### src/rtl/mqt_pkg.sv
// ----------------------------------------------------------------------------
// Memory quota table package
// Shared types, codes and sizes for the memory quota table unit.
// ----------------------------------------------------------------------------
package mqt_pkg;

   // Number of grant slots in the table.
   localparam int TABLE_ENTRIES = 16;
   localparam int SLOT_W        = (TABLE_ENTRIES > 1) ? $clog2(TABLE_ENTRIES) : 1;

   // Request queue between the front end and the back end.
   localparam int QUEUE_DEPTH = 2;
   localparam int QPTR_W      = (QUEUE_DEPTH > 1) ? $clog2(QUEUE_DEPTH) : 1;
   localparam int QCNT_W      = $clog2(QUEUE_DEPTH + 1);

   localparam int PID_W    = 16;
   localparam int AMOUNT_W = 20;

   // Function codes on the request port.
   localparam logic [1:0] FUNC_CHECK   = 2'd0;
   localparam logic [1:0] FUNC_ALLOC   = 2'd1;
   localparam logic [1:0] FUNC_RELEASE = 2'd2;

   // Status codes on the response port.
   localparam logic [2:0] ST_OK           = 3'd0;
   localparam logic [2:0] ST_INSUFFICIENT = 3'd1;
   localparam logic [2:0] ST_FULL         = 3'd2;
   localparam logic [2:0] ST_RELEASED     = 3'd3;
   localparam logic [2:0] ST_NOT_FOUND    = 3'd4;

   typedef struct packed {
      logic [1:0]          func;
      logic [PID_W-1:0]    process_id;
      logic [AMOUNT_W-1:0] amount;
   } req_type;

   typedef struct packed {
      logic [2:0]          status;
      logic [AMOUNT_W-1:0] freed_amount;
      logic [AMOUNT_W-1:0] total_in_use;
   } rsp_type;

   // Decoded operation carried through the queue.
   typedef enum logic [1:0] {
      OP_CHECK,
      OP_ALLOC,
      OP_RELEASE
   } op_type;

   typedef struct packed {
      op_type              op;
      logic [PID_W-1:0]    process_id;
      logic [AMOUNT_W-1:0] amount;
   } cmd_type;

   typedef enum logic [1:0] {
      BK_IDLE,
      BK_MATCH,
      BK_UPDATE
   } back_state_type;

endpackage

### src/rtl/mqt_front.sv
// ----------------------------------------------------------------------------
// Memory quota table front end
// Accepts requests, decodes the function code and queues the commands.
// ----------------------------------------------------------------------------
module mqt_front (
   input  logic            clock,
   input  logic            reset,
   input  logic            start,
   output logic            busy,
   input  mqt_pkg::req_type req_payload,
   input  logic            cmd_pop,
   output logic            cmd_valid,
   output mqt_pkg::cmd_type cmd
);
   import mqt_pkg::*;

   cmd_type             queue_ff [QUEUE_DEPTH];
   logic [QPTR_W-1:0]   wr_ptr_ff, wr_ptr_in;
   logic [QPTR_W-1:0]   rd_ptr_ff, rd_ptr_in;
   logic [QCNT_W-1:0]   count_ff, count_in;
   logic                push;
   cmd_type             decoded;

   // The unused function code behaves as a check.
   always_comb begin
      decoded.process_id = req_payload.process_id;
      decoded.amount     = req_payload.amount;
      unique case (req_payload.func)
         FUNC_ALLOC:   decoded.op = OP_ALLOC;
         FUNC_RELEASE: decoded.op = OP_RELEASE;
         default:      decoded.op = OP_CHECK;
      endcase
   end

   assign busy      = (count_ff == QCNT_W'(QUEUE_DEPTH));
   assign push      = start && !busy;
   assign cmd_valid = (count_ff != '0);
   assign cmd       = queue_ff[rd_ptr_ff];

   function automatic logic [QPTR_W-1:0] ptr_next(input logic [QPTR_W-1:0] p);
      logic [QPTR_W-1:0] r;
      if (p == QPTR_W'(QUEUE_DEPTH - 1)) begin
         r = '0;
      end else begin
         r = p + 1'b1;
      end
      return r;
   endfunction

   always_comb begin
      wr_ptr_in = push ? ptr_next(wr_ptr_ff) : wr_ptr_ff;
      rd_ptr_in = cmd_pop ? ptr_next(rd_ptr_ff) : rd_ptr_ff;
      count_in  = count_ff;
      if (push && !cmd_pop) begin
         count_in = count_ff + 1'b1;
      end else if (!push && cmd_pop) begin
         count_in = count_ff - 1'b1;
      end
   end

   always_ff @(posedge clock) begin
      if (reset) begin
         wr_ptr_ff <= '0;
         rd_ptr_ff <= '0;
         count_ff  <= '0;
      end else begin
         wr_ptr_ff <= wr_ptr_in;
         rd_ptr_ff <= rd_ptr_in;
         count_ff  <= count_in;
      end
   end

   always_ff @(posedge clock) begin
      if (push) begin
         queue_ff[wr_ptr_ff] <= decoded;
      end
   end

endmodule

### src/rtl/mqt_back.sv
// ----------------------------------------------------------------------------
// Memory quota table back end
// Looks up the grant table, tests the budget and applies each command.
// ----------------------------------------------------------------------------
module mqt_back (
   input  logic                          clock,
   input  logic                          reset,
   input  logic [mqt_pkg::AMOUNT_W-1:0]  budget,
   input  logic                          cmd_valid,
   input  mqt_pkg::cmd_type              cmd,
   output logic                          cmd_pop,
   output logic                          rsp_valid,
   output mqt_pkg::rsp_type              rsp_payload
);
   import mqt_pkg::*;

   back_state_type       state_ff, state_in;
   cmd_type              cmd_ff;

   logic                 slot_valid_ff [TABLE_ENTRIES];
   logic [PID_W-1:0]     slot_process_ff [TABLE_ENTRIES];
   logic [AMOUNT_W-1:0]  slot_amount_ff [TABLE_ENTRIES];
   logic [AMOUNT_W-1:0]  used_ff, used_in;

   logic [TABLE_ENTRIES-1:0] hit_vec;
   logic                 hit_any;
   logic [SLOT_W-1:0]    hit_idx;
   logic                 free_any;
   logic [SLOT_W-1:0]    free_idx;
   logic [AMOUNT_W:0]    wide_sum;

   logic                 hit_any_ff;
   logic [SLOT_W-1:0]    hit_idx_ff;
   logic                 free_any_ff;
   logic [SLOT_W-1:0]    free_idx_ff;
   logic                 fits_ff;
   logic [AMOUNT_W-1:0]  old_amount_ff;

   logic                 wr_en;
   logic                 wr_new;
   logic                 clr_en;
   logic [SLOT_W-1:0]    wr_idx;
   logic                 rsp_valid_in, rsp_valid_ff;
   rsp_type              rsp_in, rsp_ff;

   // Parallel match against every slot, lowest index wins.
   always_comb begin
      hit_any  = 1'b0;
      hit_idx  = '0;
      free_any = 1'b0;
      free_idx = '0;
      for (int i = 0; i < TABLE_ENTRIES; i++) begin
         hit_vec[i] = slot_valid_ff[i] && (slot_process_ff[i] == cmd_ff.process_id);
      end
      for (int i = TABLE_ENTRIES - 1; i >= 0; i--) begin
         if (hit_vec[i]) begin
            hit_any = 1'b1;
            hit_idx = SLOT_W'(i);
         end
         if (!slot_valid_ff[i]) begin
            free_any = 1'b1;
            free_idx = SLOT_W'(i);
         end
      end
      wide_sum = {1'b0, used_ff} + {1'b0, cmd_ff.amount};
   end

   always_comb begin
      state_in     = state_ff;
      cmd_pop      = 1'b0;
      wr_en        = 1'b0;
      wr_new       = 1'b0;
      clr_en       = 1'b0;
      wr_idx       = hit_idx_ff;
      used_in      = used_ff;
      rsp_valid_in = 1'b0;
      rsp_in.status       = ST_OK;
      rsp_in.freed_amount = '0;
      rsp_in.total_in_use = used_ff;
      unique case (state_ff)
         BK_IDLE: begin
            if (cmd_valid) begin
               cmd_pop  = 1'b1;
               state_in = BK_MATCH;
            end
         end
         BK_MATCH: begin
            state_in = BK_UPDATE;
         end
         BK_UPDATE: begin
            state_in     = BK_IDLE;
            rsp_valid_in = 1'b1;
            unique case (cmd_ff.op)
               OP_ALLOC: begin
                  if (!fits_ff) begin
                     rsp_in.status = ST_INSUFFICIENT;
                  end else if (hit_any_ff) begin
                     wr_en   = 1'b1;
                     used_in = used_ff - old_amount_ff + cmd_ff.amount;
                  end else if (free_any_ff) begin
                     wr_en   = 1'b1;
                     wr_new  = 1'b1;
                     wr_idx  = free_idx_ff;
                     used_in = used_ff + cmd_ff.amount;
                  end else begin
                     rsp_in.status = ST_FULL;
                  end
               end
               OP_RELEASE: begin
                  if (hit_any_ff) begin
                     clr_en              = 1'b1;
                     rsp_in.status       = ST_RELEASED;
                     rsp_in.freed_amount = old_amount_ff;
                     used_in = (used_ff >= old_amount_ff) ? used_ff - old_amount_ff : '0;
                  end else begin
                     rsp_in.status = ST_NOT_FOUND;
                  end
               end
               default: begin
                  rsp_in.status = fits_ff ? ST_OK : ST_INSUFFICIENT;
               end
            endcase
            rsp_in.total_in_use = used_in;
         end
         default: begin
            state_in = BK_IDLE;
         end
      endcase
   end

   always_ff @(posedge clock) begin
      if (reset) begin
         state_ff     <= BK_IDLE;
         used_ff      <= '0;
         rsp_valid_ff <= 1'b0;
         for (int i = 0; i < TABLE_ENTRIES; i++) begin
            slot_valid_ff[i] <= 1'b0;
         end
      end else begin
         state_ff     <= state_in;
         used_ff      <= used_in;
         rsp_valid_ff <= rsp_valid_in;
         if (wr_new) begin
            slot_valid_ff[wr_idx] <= 1'b1;
         end
         if (clr_en) begin
            slot_valid_ff[hit_idx_ff] <= 1'b0;
         end
      end
   end

   always_ff @(posedge clock) begin
      if (cmd_pop) begin
         cmd_ff <= cmd;
      end
      if (state_ff == BK_MATCH) begin
         hit_any_ff    <= hit_any;
         hit_idx_ff    <= hit_idx;
         free_any_ff   <= free_any;
         free_idx_ff   <= free_idx;
         fits_ff       <= (wide_sum <= {1'b0, budget});
         old_amount_ff <= slot_amount_ff[hit_idx];
      end
      if (wr_en) begin
         slot_amount_ff[wr_idx] <= cmd_ff.amount;
      end
      if (wr_new) begin
         slot_process_ff[wr_idx] <= cmd_ff.process_id;
      end
      rsp_ff <= rsp_in;
   end

   assign rsp_valid   = rsp_valid_ff;
   assign rsp_payload = rsp_ff;

`ifndef SYNTHESIS
   // A response is only produced by the update step.
   a_rsp_from_update: assert property (@(posedge clock) disable iff (reset)
      rsp_valid_ff |-> $past(state_ff == BK_UPDATE))
      else $error("response without an update step");

   // A process id is held by at most one valid slot.
   a_unique_pid: assert property (@(posedge clock) disable iff (reset)
      (state_ff == BK_MATCH) |-> $onehot0(hit_vec))
      else $error("process id matches several slots");

   // Table full is only reported when every slot is taken.
   a_full_only_when_full: assert property (@(posedge clock) disable iff (reset)
      (rsp_valid_ff && rsp_ff.status == ST_FULL) |->
         ($countones(hit_vec | ~hit_vec) == TABLE_ENTRIES) && !free_any)
      else $error("table full reported with a free slot");

   // A new command is only taken while the back end is idle.
   a_pop_when_idle: assert property (@(posedge clock) disable iff (reset)
      cmd_pop |-> (state_ff == BK_IDLE) && cmd_valid)
      else $error("command taken while busy");
`endif

endmodule

### src/rtl/memory_quota_table_unit.sv
// ----------------------------------------------------------------------------
// Memory quota table unit
// Per-process memory grants checked against a programmable global budget.
// ----------------------------------------------------------------------------
// A request (check, allocate or release) is accepted when start is high and
// busy is low. Each request gives exactly one response, shown for a single
// cycle with rsp_valid high; the receiver cannot stall, so it must take the
// response in that cycle. The back end takes each request through the queue
// pop, table match and table update steps before it pops the next one. Up to
// two requests wait in the queue between the front and back ends; busy rises
// while that queue is full. The budget register is written through the csr
// port, which is always ready, and should only be changed while no request is
// outstanding. Grant slots are marked empty by reset, so no clearing pass is
// needed.
// ----------------------------------------------------------------------------
module memory_quota_table_unit (
   input  logic                          clock,
   input  logic                          reset,
   input  logic                          start,
   output logic                          busy,
   input  mqt_pkg::req_type              req_payload,
   output logic                          rsp_valid,
   output mqt_pkg::rsp_type              rsp_payload,
   input  logic                          csr_valid,
   output logic                          csr_ready,
   input  logic [mqt_pkg::AMOUNT_W-1:0]  csr_wdata
);
   import mqt_pkg::*;

   // Budget register, cleared by reset.
   logic [AMOUNT_W-1:0] budget_ff, budget_in;

   // Queue interface between the two halves.
   logic    cmd_valid;
   logic    cmd_pop;
   cmd_type cmd;

   assign csr_ready = 1'b1;
   assign budget_in = (csr_valid && csr_ready) ? csr_wdata : budget_ff;

   always_ff @(posedge clock) begin
      if (reset) begin
         budget_ff <= '0;
      end else begin
         budget_ff <= budget_in;
      end
   end

   // The front end decodes each request and holds it until the back end
   // is free.
   mqt_front u_front (
      .clock       (clock),
      .reset       (reset),
      .start       (start),
      .busy        (busy),
      .req_payload (req_payload),
      .cmd_pop     (cmd_pop),
      .cmd_valid   (cmd_valid),
      .cmd         (cmd)
   );

   // The back end owns the grant table and the running total.
   mqt_back u_back (
      .clock       (clock),
      .reset       (reset),
      .budget      (budget_ff),
      .cmd_valid   (cmd_valid),
      .cmd         (cmd),
      .cmd_pop     (cmd_pop),
      .rsp_valid   (rsp_valid),
      .rsp_payload (rsp_payload)
   );

endmodule
### config.mk
export PLATFORM = sky130hd
export DESIGN_NAME = memory_quota_table_unit
export DESIGN_NICKNAME = d
export VERILOG_FILES = /design/src/rtl/mqt_pkg.sv /design/src/rtl/mqt_front.sv /design/src/rtl/mqt_back.sv /design/src/rtl/memory_quota_table_unit.sv
export SDC_FILE = /design/constraint.sdc
export NUM_CORES = 1
export LEC_CHECK = 0
export ABC_AREA = 1
export BUFFER_PORTS_ARGS = -buffer_cell sky130_fd_sc_hd__buf_2
export CORE_MARGIN = 2
export CORE_UTILIZATION = 55
export CTS_CLUSTER_DIAMETER = 100
export DETAILED_ROUTE_END_ITERATION = 8
export GPL_TIMING_DRIVEN = 1
export PLACE_DENSITY = 0.72
export RECOVER_POWER = 100
export SETUP_SLACK_MARGIN = 0.05
export SYNTH_ARGS = -nofsm -noshare
export SYNTH_HDL_FRONTEND = slang
export SYNTH_SLANG_ARGS = --single-unit
### constraint.sdc
create_clock -name clock -period 4.3 [get_ports clock]
set_input_delay 0.86 -clock clock [delete_from_list [all_inputs] [get_ports clock]]
set_output_delay 0.86 -clock clock [all_outputs]
set_load 0.005 [all_outputs]
# After elaboration in Yosys (flattened, before gate mapping)
# Memory sizes are Yosys's and may differ from the RTL's. A register that Yosys moved wholly into a read port is not among the register bits.
# Cells that the tools add are included.
[totals]
register_bits = 101
ramBits = 668
in_bits = 62
output_inout_bits = 46
elab_cells = 181
memories = 4
[op_classes]
addsub = 8
order_cmp = 2
n_eq_ne = 24
n_mux = 92
reduce_logical = 33
[memory_table]
columns = ["name", "depth", "width", "read_ports", "rd_ports_with_merged_regs", "write_ports", "line_no", "text"]
rows = [
  ["u_back.slot_amount_ff", 16, 20, 1, 1, 1, "mqt_back.sv:22", "logic [AMOUNT_W-1:0] slot_amount_ff [TABLE_ENTRIES];"],
  ["u_back.slot_process_ff", 16, 16, 16, 0, 1, "mqt_back.sv:21", "logic [PID_W-1:0] slot_process_ff [TABLE_ENTRIES];"],
  ["u_front.queue_ff", 2, 38, 1, 1, 1, "mqt_front.sv:17", "cmd_type queue_ff [QUEUE_DEPTH];"],
  ["u_back.slot_valid_ff", 16, 1, 16, 0, 16, "mqt_back.sv:20", "logic slot_valid_ff [TABLE_ENTRIES];"],
]
[op_table]
columns = ["cell", "n"]
rows = [
  ["$eq 16x16->1", 16],
  ["$mux 4", 31],
  ["$mux 20", 6],
  ["$add 20x20->20", 2],
  ["$pmux 20 s2", 1],
  ["$mux 1", 38],
  ["$add 20x20->21", 1],
  ["$le 21x20->1", 1],
  ["$mux 3", 7],
  ["$ge 20x20->1", 1],
  ["$sub 20x20->20", 1],
  ["$logic_and 1x1->1", 19],
  ["$reduce_and 15->1", 1],
  ["$reduce_or 15->1", 1],
  ["$mux 2", 6],
  ["$eq 2x2->1 const B", 4],
  ["$pmux 2 s2", 2],
  ["$reduce_and 8->1", 1],
  ["$eq 2x1->1 const B", 3],
  ["$pmux 3 s2", 1],
  ["$reduce_and 4->1", 1],
  ["$reduce_bool 2->1", 2],
  ["$logic_not 1->1", 3],
  ["$reduce_and 3->1", 1],
  ["other kinds (7)", 9],
]

# Longest topological paths before layout
# An unclocked memory read counts as a cell.
[logic_depth]
ltp_word = 19
mapped_depth = 32
mapped_depth_nobuf = 31

# Modules after synthesis
# Synthesis repeated with hierarchy kept, for this count alone.
[hier_totals]
cells_unflattened = 3519
hier_area_um2 = 37721.2
[modules_own_cells]
columns = ["module", "n_inst", "cells_per_inst", "area_each_um2", "seq_area_each_um2"]
rows = [
  ["mqt_back", 1, 3233, 33797.4, 21170.3],
  ["mqt_front", 1, 157, 3078.0, 2382.3],
  ["memory_quota_table_unit", 1, 129, 845.8, 400.4],
]

# Worst setup path after synthesis
# No wires, ideal clock.
[synth_timing]
path_kind = "reg-to-reg"
from = "reg u_back.old_amount_ff[2], read port of u_back.slot_amount_ff"
to = "reg u_back.used_ff[17]"
setup_time_ps = 65
arrival_ps = 3806
required_time_ps = 4235
slack_ps = 429
stages_incl_launch_ff = 28
path_buffers = 0
period_less_slack_ps = 3871
path_cell_list = "edfxtp_1 inv_1 ha_1 nand2_1 o21ai_0 a31oi_1 o21ai_0 a31oi_1 xnor2_1 ha_1 nand2_1 nor2_1 nand2_1 o211ai_1 a31oi_1 o21ai_0 inv_1 o21a_1 or2_2 nand2_1 nand2_1 nand3_1 o21ai_0 o21ai_0 nand2_1 nand2_1 nand2_1 nor2_1"
[synth_via]
elab_chain_len = 5
elab_cells_between_ends = 8
cone_classes = "add/sub: 2; order compare: 1; mux: 5"
[synth_rtl]
columns = ["element", "line_no", "text"]
rows = [
  ["start, declared", "mqt_back.sv:37", "logic [AMOUNT_W-1:0] old_amount_ff;"],
  ["$sub 20x20->20", "mqt_back.sv:99, mqt_back.sv:114", ""],
  ["$add 20x20->20", "mqt_back.sv:99", "used_in = used_ff - old_amount_ff + cmd_ff.amount;"],
  ["$mux 20", "mqt_back.sv:97", "end else if (hit_any_ff) begin"],
  ["$mux 20", "mqt_back.sv:95", "if (!fits_ff) begin"],
  ["$pmux 20 s2 (*)", "mqt_back.sv:93", "unique case (cmd_ff.op)"],
  ["end signal, assigned", "mqt_back.sv:141", "used_ff <= used_in;"],
  ["end, declared", "mqt_back.sv:23", "logic [AMOUNT_W-1:0] used_ff, used_in;"],
]
# Mark *: on every way between the ends. The rest lies on a longest branch, timed or not.
# A chain may end at the register's enable or synchronous reset.

# Worst setup path in the final report
[layout_timing]
from = "reg, netlist name u_back.cmd_ff[22]"
to = "reg u_back.old_amount_ff[17], read port of u_back.slot_amount_ff (data pin)"
[layout_via]
elab_chain_len = 18
elab_cells_between_ends = 48
cone_classes = "eq/ne: 16; mux: 16; reduce/logical: 16"
[layout_rtl]
columns = ["element", "line_no", "text"]
rows = [
  ["$eq 16x16->1", "mqt_back.sv:53", "hit_vec[i] = slot_valid_ff[i] && (slot_process_ff[i] == cmd_ff.process_id);"],
  ["$logic_and 1x1->1", "mqt_back.sv:53", ""],
  ["$mux 4 (15 in series)", "mqt_back.sv:56", "if (hit_vec[i]) begin"],
  ["$mux 4 (*)", "mqt_back.sv:56", ""],
]
# Marks and branches as above.

==> results.md <==
- Placement row count: 95
- Area grow syn2layout: 12.8%
- Worst VDD drop: 400 uV
- Setup crit end kind: flop
- Overflow after GRT: 0
- Main synth FF type: edfxtp_1
- Number of enable flip-flop cells after synthesis: 737
- CP required: 4.67 ns
- Nets: 3787
- Fin cells: 4574
- Post-synthesis adder-cell area fraction: 2.97%
- P per Cell Area: 617 nW/um^2
- H-tree levels: 3
- Die area: 69500 sq um
- Final ANT Viol Nets: 0
- Hold Violations, Final: 0
- Worst Setup Path Type: flop to flop
- I/O Buffers: 106
- All-Layer GR Usage: ~27%
- # DRC: 0
- Max_cap viols: 6
- Failing checks: max-capacitance violations, max-slew violations
- Dpl hpwl: 63100 microns
- Area post-placement: about 40000 sq um
- Initial Utilization: 55.4%
- Min Clock Period, post-route: 4.08 ns
- CP Max Fanout: 21
- Max Slew Vio Count: 232
- Synth async-reset ratio: 0%
- Synth Cell Area: roughly 37000 sq um
- GP Congestion: about 0.94
- Largest net degree at the start of global routing: 82
- Worst Hold Class: primary input to flop
- Vias/cell: 5.82
- Slew headroom: -100%
- Initial antenna violation count: 3
- Share of cells above drive strength 1: 10.2%
- CTS buffer count: 86
- Core box area: 66900 sq um
- First-pass GRT wire length: around 150000 microns
- Number of clock sinks: between 800 and 900
- Vias in the first global route: between 20000 and 25000
- Total Routed Length: 96000 microns
- P_leak: between 15 and 20 nW
- I/O Pins: 108
- Cells after DPL: 4417
- Fin crit share: 94.9%
- Clock transition at the registers of the reported paths: roughly 0.06 ns
- Pre-Repair DR Iteration Count: 5
- Post-synthesis xor/xnor area fraction: 2.65%
- Final Instance Area: around 42000 sq um
- Status: finished, violations left
- Clk root buf: clkbuf_16
- Die Y: 264 microns
- Number of diodes: 0
- Iteration-0 DRC Markers: 3084
- Startpoint type of the worst setup path: flop
- WL/cell: roughly 21 microns
- Clk_skew: 0.0268 ns
- Fmax: 245 MHz
- Vias: 26600
- Mean post-synth cell area: 10.7 sq um
- Post-synthesis sequential area ratio: 64.6%
- Synth Net Count: between 3000 and 4000
- Synthesized netlist cell count: 3450
- Yosys reg bits: 827
- Largest family of logic cells by synthesized area: simple AND/OR/NAND/NOR gates
- CTS tree: done
- Worst slew pin tran: between 3 and 4 ns
- Yosys warning count: 0
- RSZ-0062 raised after global routing: yes
- Compound-Gate Fraction of Synth Area: 7.45%
- Post-synthesis mux area share: 0%
- Count of cell types in the netlist: 58
- Arrival time at the worst endpoint: 4.45 ns
- Simple-gate area share of the yosys netlist: a little under a fifth
- Final setup viols: 0
- Max clock buf depth: 3
- Worst-Skew Late Latency: between 0.6 and 0.7 ns
- Die Wd: 264 microns
-- synthesized netlist by cell type (8+ instances only) --
master | number | share of area, %
a211oi_1 | 19 | 0.39
a31oi_1 | 9 | 0.15
nand3_1 | 303 | 4.1
inv_1 | 183 | 1.9
and2_1 | 11 | 0.19
xnor2_1 | 37 | 0.87
edfxtp_1 | 737 | 60
buf_2 | 59 | 0.80
o211ai_1 | 13 | 0.26
nor2_1 | 190 | 1.9
xor2_1 | 75 | 1.8
o221ai_1 | 12 | 0.28
nand2_1 | 1004 | 10
o21ai_0 | 151 | 2.0
dfxtp_1 | 90 | 4.9
o22ai_1 | 40 | 0.68
nand4_1 | 20 | 0.34
or2_2 | 35 | 0.59
a221oi_1 | 29 | 0.69
a22o_1 | 13 | 0.31
nor3_1 | 25 | 0.34
buf_6 | 15 | 0.46
clkbuf_1 | 76 | 0.77
nor4_1 | 15 | 0.25
inv_2 | 14 | 0.14
a21oi_1 | 115 | 1.6
o21ai_1 | 8 | 0.11
ha_1 | 83 | 2.8
-- area by class of cell --
class / count / area, sq um
Timing Repair Buffer: 259 / 1550
Fill cell: 5271 / 25100
Inverter: 200 / 754
Clock buffer: 112 / 2350
Multi-Input combinational cell: 2265 / 11800
Sequential cell: 827 / 23900
Tap cell: 873 / 1090
Clock inverter: 38 / 364
-- where the power goes --
group / leakage (nW) / internal (mW) / switching [mW]
sequential: 7.44 / 10.3 / 0.571
combinational: 7.47 / 2.46 / 5.34
clock: 1.32 / 4.10 / 3.06
-- placed cells by master (no fill, tap or decap), drive strengths merged, types with 16 or more instances in the layout --
master	instances
a211oi	19
a21oi	117
a221oi	30
buf	150
clkbuf	221
clkinv	30
dfxtp	90
edfxtp	737
ha	83
inv	199
nand2	1006
nand3	303
nand4	21
nor2	190
nor3	25
nor4	16
o21ai	159
o22ai	40
or2	35
xnor2	37
xor2	75
-- per-layer routing --
layer	GRT usage, %	vias to the layer above	part of all wire [%]
li1	-	12400	-
met1	41.6	12600	43
met2	40.9	1456	44
met3	4.65	158	12
met4	8.08	0	2.3
met5	0	-	0
-- path summary, 6_finish.rpt --
check / startpoint / endpoint / slack, ns / depth (start not counted)
worst min-delay path: req_payload[13] / u_front.queue_ff[0][13]$_DFFE_PP_ / 0.39 / 1
worst max-delay path: u_back.cmd_ff[22]$_DFFE_PP_ / u_back.old_amount_ff[17]$_DFFE_PN_ / 0.22 / 16
worst max register to register: u_back.cmd_ff[22]$_DFFE_PP_ / u_back.old_amount_ff[17]$_DFFE_PN_ / 0.22 / 16
worst min register to register: budget_ff[12]$_SDFFE_PP0P_ / budget_ff[12]$_SDFFE_PP0P_ / 0.47 / 2
-- logic make-up (layout without fill, tap and decap cells) --
family	after synthesis	count (layout)
xor+xnor	112	112
fa+ha+maj	86	86
compound gates	453	453
other cells	1	1
flops	827	827
simple gates	1613	1613
buf+inv	358	609
-- metrics by stage --
step                hold WS (ns)  total power, mW  setup TNS, ns  worst slack, ns  utilization (%)
floorplan                  0.439             15.4              0            0.429                -
global placement           0.456             18.4              0            0.116             58.6
detailed placement         0.458             18.5              0           0.0150             58.6
CTS                        0.365             25.6              0           0.0621             62.6
global route               0.383             26.9      -0.000656        -0.000656             62.5
finish                     0.395             25.8              0            0.220             62.5
-- sequential cells by signal, indices dropped and copies added, names as in the netlist, 16 cells and up --
| signal | count |
|---|---|
| u_back.slot_valid_ff | 16 |
| u_back.used_ff | 20 |
| u_back.rsp_payload | 43 |
| u_front.queue_ff | 76 |
| u_back.slot_process_ff | 256 |
| u_back.old_amount_ff | 20 |
| budget_ff | 20 |
| u_back.slot_amount_ff | 320 |
| u_back.cmd_ff | 38 |
-- worst max-delay path: stages (launching register included) --
cell and delay (ns):
edfxtp_1 0.61, buf_4 0.29, clkbuf_1 0.46, xor2_1 0.15, a221oi_1 0.25, nand2_1 0.09, nor2_1 0.11, nand3_1 0.17
nand2_1 0.22, o21bai_1 0.14, a21oi_4 0.24, inv_2 0.26, buf_4 0.29, nand2_1 0.09, nand3_1 0.07, nand3_1 0.21
nand2_1 0.12
-- timing repair --
item / 4_1_cts / 5_1_grt
gates cloned: 0 / 0
setup endpoints to repair: 2 / 19
hold buffers: 0 / 0
pin swaps: 0 / 8
setup buffers: 0 / 7
resized for setup: 1 / 43
No activity file was read; power rests on OpenSTA's default activity.
